File: src/vpcc_pkg.sv
// Shared constants and types for the VGM PSG command compactor.
package vpcc_pkg;

    // Header skip count
    localparam logic [6:0] HEADER_BYTES   = 7'd64;

    // Command codes
    localparam logic [7:0] CMD_GG_STEREO  = 8'h4F;
    localparam logic [7:0] CMD_PSG_WRITE  = 8'h50;
    localparam logic [7:0] CMD_WAIT_LONG  = 8'h61;
    localparam logic [7:0] CMD_WAIT_60    = 8'h62;
    localparam logic [7:0] CMD_WAIT_50    = 8'h63;
    localparam logic [7:0] CMD_END        = 8'h66;

    // Output codes
    localparam logic [7:0] CODE_WAIT      = 8'h40;
    localparam logic [7:0] CODE_END       = 8'h60;
    localparam logic [7:0] PSG_DATA_MASK  = 8'h3F;

    // x / 17 for 16-bit x: (x * 61681) >> 20, exact since 17 * 61681 = 2^20 + 1
    localparam logic [15:0] DIV17_RECIP   = 16'd61681;
    localparam int          DIV17_SHIFT   = 20;
    localparam int          WAIT_BITS     = 5;

    // Output queue
    localparam int          QUEUE_DEPTH   = 4;
    localparam int          QUEUE_AW      = 2;

    // Parser phase, one-hot
    typedef enum logic [3:0] {
        PH_CMD     = 4'b0001,
        PH_OPERAND = 4'b0010,
        PH_WAIT_LO = 4'b0100,
        PH_WAIT_HI = 4'b1000
    } t_phase;

    // One queued result
    typedef struct packed {
        logic [7:0] out_byte;
        logic       last;
    } t_result;

endpackage

File: src/vgm_psg_command_compactor_top.sv
// A result is written into the output queue when its byte is accepted and is offered from there.
// Throughput: one byte per cycle while bytes give at most one result each and the
//   output does not stall; a byte that gives two results (a result plus the end code)
//   takes two queue entries, and the 4-entry queue sets how far input may run ahead.
// Reset (synchronous, active low) empties the queue and rearms the parser.
module vgm_psg_command_compactor_top (
    input  logic       i_clk,
    input  logic       i_rst_n,
    input  logic       i_in_valid,
    output logic       o_in_ready,
    input  logic [7:0] i_in_byte,
    input  logic       i_end_of_file,
    output logic       o_out_valid,
    input  logic       i_out_ready,
    output logic [7:0] o_out_byte,
    output logic       o_last_in_run
);
    import vpcc_pkg::*;

    // Parser state
    logic [6:0]  r_header_left, n_header_left;
    t_phase      r_phase, n_phase;
    logic [7:0]  r_pending_command, n_pending_command;
    logic [7:0]  r_wait_low_byte, n_wait_low_byte;
    logic        r_finished, n_finished;

    // Output queue
    t_result             r_mem [QUEUE_DEPTH];
    logic [QUEUE_AW-1:0] r_wr, r_rd;
    logic [QUEUE_AW:0]   r_count;

    logic        in_acc, out_acc;
    logic        main_valid, saw_end, add_end;
    logic [7:0]  main_byte;
    logic [1:0]  res_cnt;
    logic [15:0] wait_count;
    logic [31:0] wait_prod;
    logic [WAIT_BITS-1:0] wait_steps;
    logic [QUEUE_AW-1:0]  wr_next;

    // Handshakes: take a byte only with room for two results
    assign o_in_ready  = (r_count <= (QUEUE_AW+1)'(QUEUE_DEPTH - 2));
    assign in_acc      = i_in_valid && o_in_ready;
    assign o_out_valid = (r_count != '0);
    assign out_acc     = o_out_valid && i_out_ready;
    assign o_out_byte    = r_mem[r_rd].out_byte;
    assign o_last_in_run = r_mem[r_rd].last;

    // Long wait: divide the sample count by 17 by reciprocal multiply
    assign wait_count = {i_in_byte, r_wait_low_byte};
    assign wait_prod  = wait_count * DIV17_RECIP;
    assign wait_steps = wait_prod[DIV17_SHIFT +: WAIT_BITS];

    // Decode of one byte
    always_comb begin
        n_header_left     = r_header_left;
        n_phase           = r_phase;
        n_pending_command = r_pending_command;
        n_wait_low_byte   = r_wait_low_byte;
        n_finished        = r_finished;
        main_valid        = 1'b0;
        main_byte         = '0;
        saw_end           = 1'b0;
        add_end           = 1'b0;

        if (r_finished) begin
            // after the end command only the end of file matters
        end else if (r_header_left != '0) begin
            n_header_left = r_header_left - 7'd1;
        end else begin
            unique case (r_phase)
                PH_OPERAND: begin
                    if (r_pending_command == CMD_PSG_WRITE) begin
                        main_valid = 1'b1;
                        main_byte  = i_in_byte[7] ? i_in_byte : (i_in_byte & PSG_DATA_MASK);
                    end
                    n_phase = PH_CMD;
                end
                PH_WAIT_LO: begin
                    n_wait_low_byte = i_in_byte;
                    n_phase         = PH_WAIT_HI;
                end
                PH_WAIT_HI: begin
                    if (wait_steps != '0) begin
                        main_valid = 1'b1;
                        main_byte  = CODE_WAIT + {3'b000, wait_steps};
                    end
                    n_phase = PH_CMD;
                end
                PH_CMD: begin
                    unique case (i_in_byte) inside
                        CMD_GG_STEREO, CMD_PSG_WRITE: begin
                            n_pending_command = i_in_byte;
                            n_phase           = PH_OPERAND;
                        end
                        CMD_WAIT_LONG: begin
                            n_phase = PH_WAIT_LO;
                        end
                        CMD_WAIT_60, CMD_WAIT_50: begin
                            main_valid = 1'b1;
                            main_byte  = CODE_WAIT;
                        end
                        CMD_END: begin
                            main_valid = 1'b1;
                            main_byte  = CODE_END;
                            saw_end    = 1'b1;
                        end
                        // short waits (0x7n) divide to zero; unknown bytes: nothing
                        default: begin
                        end
                    endcase
                end
                default: begin
                    n_phase = PH_CMD;
                end
            endcase
        end

        // End of file: close the stream and rearm
        if (i_end_of_file) begin
            add_end           = !r_finished && !saw_end;
            n_header_left     = HEADER_BYTES;
            n_phase           = PH_CMD;
            n_pending_command = '0;
            n_wait_low_byte   = '0;
            n_finished        = 1'b0;
        end else if (saw_end) begin
            n_finished = 1'b1;
        end

        res_cnt = {1'b0, main_valid} + {1'b0, add_end};
    end

    assign wr_next = r_wr + QUEUE_AW'(1);

    // State and queue pointers
    always_ff @(posedge i_clk) begin
        if (!i_rst_n) begin
            r_header_left     <= HEADER_BYTES;
            r_phase           <= PH_CMD;
            r_pending_command <= '0;
            r_wait_low_byte   <= '0;
            r_finished        <= 1'b0;
            r_wr              <= '0;
            r_rd              <= '0;
            r_count           <= '0;
        end else begin
            if (in_acc) begin
                r_header_left     <= n_header_left;
                r_phase           <= n_phase;
                r_pending_command <= n_pending_command;
                r_wait_low_byte   <= n_wait_low_byte;
                r_finished        <= n_finished;
                r_wr              <= r_wr + QUEUE_AW'(res_cnt);
            end
            if (out_acc) begin
                r_rd <= r_rd + QUEUE_AW'(1);
            end
            r_count <= r_count + (in_acc ? (QUEUE_AW+1)'(res_cnt) : '0)
                       - (QUEUE_AW+1)'(out_acc);
        end
    end

    // Queue storage
    always_ff @(posedge i_clk) begin
        if (in_acc) begin
            if (main_valid) begin
                r_mem[r_wr] <= '{out_byte: main_byte, last: !add_end};
                if (add_end) begin
                    r_mem[wr_next] <= '{out_byte: CODE_END, last: 1'b1};
                end
            end else if (add_end) begin
                r_mem[r_wr] <= '{out_byte: CODE_END, last: 1'b1};
            end
        end
    end

endmodule

File: config.mk
export PLATFORM = sky130hd
export DESIGN_NAME = vgm_psg_command_compactor_top
export DESIGN_NICKNAME = d
export VERILOG_FILES = /design/src/vpcc_pkg.sv /design/src/vgm_psg_command_compactor_top.sv
export SDC_FILE = /design/constraint.sdc
export NUM_CORES = 1
export LEC_CHECK = 0
export BUFFER_PORTS_ARGS = -buffer_cell sky130_fd_sc_hd__buf_2
export CAP_MARGIN = 10
export CORE_MARGIN = 5
export CORE_UTILIZATION = 69
export DETAILED_ROUTE_END_ITERATION = 8
export PLACE_DENSITY = 0.94
export SLEW_MARGIN = 10
export SYNTH_ARGS = -nofsm -noshare
export SYNTH_HDL_FRONTEND = slang
export SYNTH_SLANG_ARGS = --single-unit
export TNS_END_PERCENT = 30
File: constraint.sdc
create_clock -name i_clk -period 13.8 [get_ports i_clk]
set_clock_uncertainty 0.2 [all_clocks]
set_input_delay 0.69 -clock i_clk [delete_from_list [all_inputs] [get_ports i_clk]]
set_output_delay 0.69 -clock i_clk [all_outputs]
set_load 0.01 [all_outputs]
==> impl_metrics.tcl <==
set metrics [dict create \
    overflow 0 \
    hold_end "r_mem[2][3]" \
    die_area_mm2 0.0126 \
    pwr_density_cell_mw_per_mm2 114 \
    start_util_pct 70.2 \
    clk_path_buf_depth 2 \
    p_leak_nw 3.62 \
    ys_seq_area_share_pct 20.2 \
    end_kind "flip-flop" \
    worst_pin_slew_ns 1.17 \
    vias 5704 \
    postCtsSetupRepairBufs 0 \
    slew_violations 0 \
    cts_root_buffer "clkbuf_8" \
    status "finished, final reports clean" \
    critPathSlowestCell "fa_1" \
    synth_warnings 0 \
    drive_gt1_share_pct 8.30 \
    period_minus_slack_ns 8.10 \
    final_cells 931 \
    synth_cell_type_count 60 \
    cpPeakStageDelay_ns 0.57 \
    tritoncts "built" \
    r2r_slack_ns 5.70 \
    placement.io_buffers 23 \
    post-route-period-util_pct 58.7 \
    ctsResizeCount 0 \
    yosys_register_bits 73 \
    dieWidth_um 112 \
    synthesis.area_mm2 0.00722 \
    rsz0062_at_grt "false" \
    max-vdd-ir-drop_uv 76.8 \
    area_growth_syn_to_layout_pct 5.49 \
    maxSlewHeadroom_pct 21.9 \
    r2r_cells 28 \
    htree_levels 3 \
    dp.cells 915 \
    antenna_cells 0 \
    ant_nets 0 \
    route.detailed.drc 0 \
    clk_latency_ns 0.35 \
    finalSetupTns_ns 0 \
    yosys-top-cells-area "dfxtp_1 (20%), fa_1 (19%), ha_1 (18%), inv_1 (7.1%), mux2i_1 (4.7%)" \
    worst_slack_ns 5.70 \
    layout_commonest_cell "inv_1" \
    async_reset_ff_share_pct 0 \
    synth_top_cell_by_area "dfxtp_1" \
    arrival_ns 8.15 \
    cts_num_sinks 73 \
    netlist_instances 779 \
    syn_nets 961 \
    fp.dieH_um 112 \
    min_from "r_mem[2][3]" \
    core_mm2 0.0103 \
    setup_viol 0 \
    avgSynthCellArea_um2 9.27 \
    drt-total-wl_um 17800 \
    synth_edf_count 0 \
    final_core_util_pct 74.1 \
    maxCapViolations 0 \
    crit_required_ns 13.85 \
    vias_per_cell 6.13 \
    rows 37 \
    critical_path_class "reg -> reg" \
    wl_per_cell_um 19.1 \
    drtPass1Iterations 5 \
    grt_pass1_wl_um 29200 \
    hold_ws_ns 0.265 \
    seq_area_mm2 0.00146 \
    grt_pass1_vias 6108 \
    final_cell_mix "inv_1 (137), ha_1 (102), nand2_1 (79)" \
    gp_congestion 0.947 \
    synth_ff_type "dfxtp_1" \
    io_pins 24 \
    hold_path.class "reg -> reg" \
    postCtsHoldBufs 0 \
    grt_max_degree 33 \
    rr_endpoint "r_count[2]" \
    grt_use_total_pct 28.8 \
    hold_depth 2 \
    antenna_found_initial 0 \
    first_iter_violations 488 \
    multi_input_area_mm2 0.00513 \
    r2r_start "r_wait_low_byte[3]" \
    nNetsFinal 972 \
    fillers 651 \
    hold_viol_final 0 \
    place_ws_ns 5.59 \
    cts.clk_slew.worst_paths_ns 0.09 \
    cp_max_fo 7 \
    cts_buffers 9 \
    synth_top_area_share_pct 20.2 \
    dp_hpwl_um 13800 \
    fmax_mhz 123 \
    cp-start-kind "flip-flop" \
]
==> sequential cells by signal, summed over array words and instances, names as in the netlist, named ones only <==
signal             cells
r_count                3
r_finished             1
r_header_left          7
r_mem                 36
r_pending_command      8
r_phase                4
r_rd                   2
r_wait_low_byte        8
r_wr                   2
==> logic make-up (layout without fill, tap and decap cells) <==
family / Yosys count / after routing / synth area share, %
flip-flops: 73 / 73 / 20.2
buffers and inverters: 161 / 177 / 8.65
multiplexers: 45 / 45 / 7.94
XOR/XNOR: 17 / 17 / 2.06
AND/OR/NAND/NOR: 218 / 218 / 15.5
adder cells (fa/ha/maj): 169 / 169 / 36.3
AO/OA/AOI/OAI: 96 / 96 / 9.34
==> critical path, delay by kind of cell (launching register included) <==
| kind | cells | cell delay, ns |
|---|---|---|
| AO/OA/AOI/OAI | 7 | 1.66 |
| adder cells (fa/ha/maj) | 10 | 4.31 |
| flip-flops | 1 | 0.56 |
| XOR/XNOR | 1 | 0.14 |
| AND/OR/NAND/NOR | 3 | 0.49 |
| buffers and inverters | 7 | 0.65 |
==> how the worst max path moves through the flow <==
stage	from	end	slack, ns	depth (start not counted)
2_1_floorplan	i_in_byte[1]	r_count[2]	6.47	29
3_3_place_gp	i_in_byte[0]	r_mem[0][6]	5.93	25
3_5_place_dp	i_in_byte[0]	r_count[2]	5.59	29
4_1_cts	r_wait_low_byte[3]	r_count[2]	5.76	28
5_1_grt	r_wait_low_byte[3]	r_count[2]	5.25	28
6_report	r_wait_low_byte[3]	r_count[2]	5.70	28
==> Yosys cell counts, types with 11 or more instances <==
master      n
nand3_1    11
inv_1     137
dfxtp_1    73
o21ai_0    20
ha_1      102
and2_1     14
clkbuf_1   19
nand2_1    79
nor2b_1    21
nor2_1     37
fa_1       67
xnor2_1    15
a21oi_1    18
mux2i_1    34
==> per-stage QoR <==
step / total power [W] / area [µm²]
2_1_floorplan: 0.000567 / 7220
5_1_grt: 0.000923 / 7620
3_3_place_gp: 0.000638 / 7400
4_1_cts: 0.000858 / 7620
6_report: 0.000866 / 7620
3_5_place_dp: 0.000669 / 7400
==> per-layer routing <==
metal / track usage (%) / wire (µm)
met5: 0 / 0
met4: 14.7 / 828
met3: 6.31 / 1320
met2: 49.1 / 8780
met1: 34.0 / 6850
==> report_power, final <==
group,internal [W],switching (W)
clock network,0.0000944,0.0000874
registers,0.000236,0.0000273
logic,0.000179,0.000241
==> final cells by class <==
class / count / area share (%)
Timing Repair Buffer: 24 / 1.61
Sequential cell: 73 / 19.2
Inverter: 137 / 6.75
Clock buffer: 11 / 1.99
Multi-Input combinational cell: 545 / 67.4
Tap cell: 136 / 2.23
Clock inverter: 5 / 0.821
(Power assumes the default switching activity.)
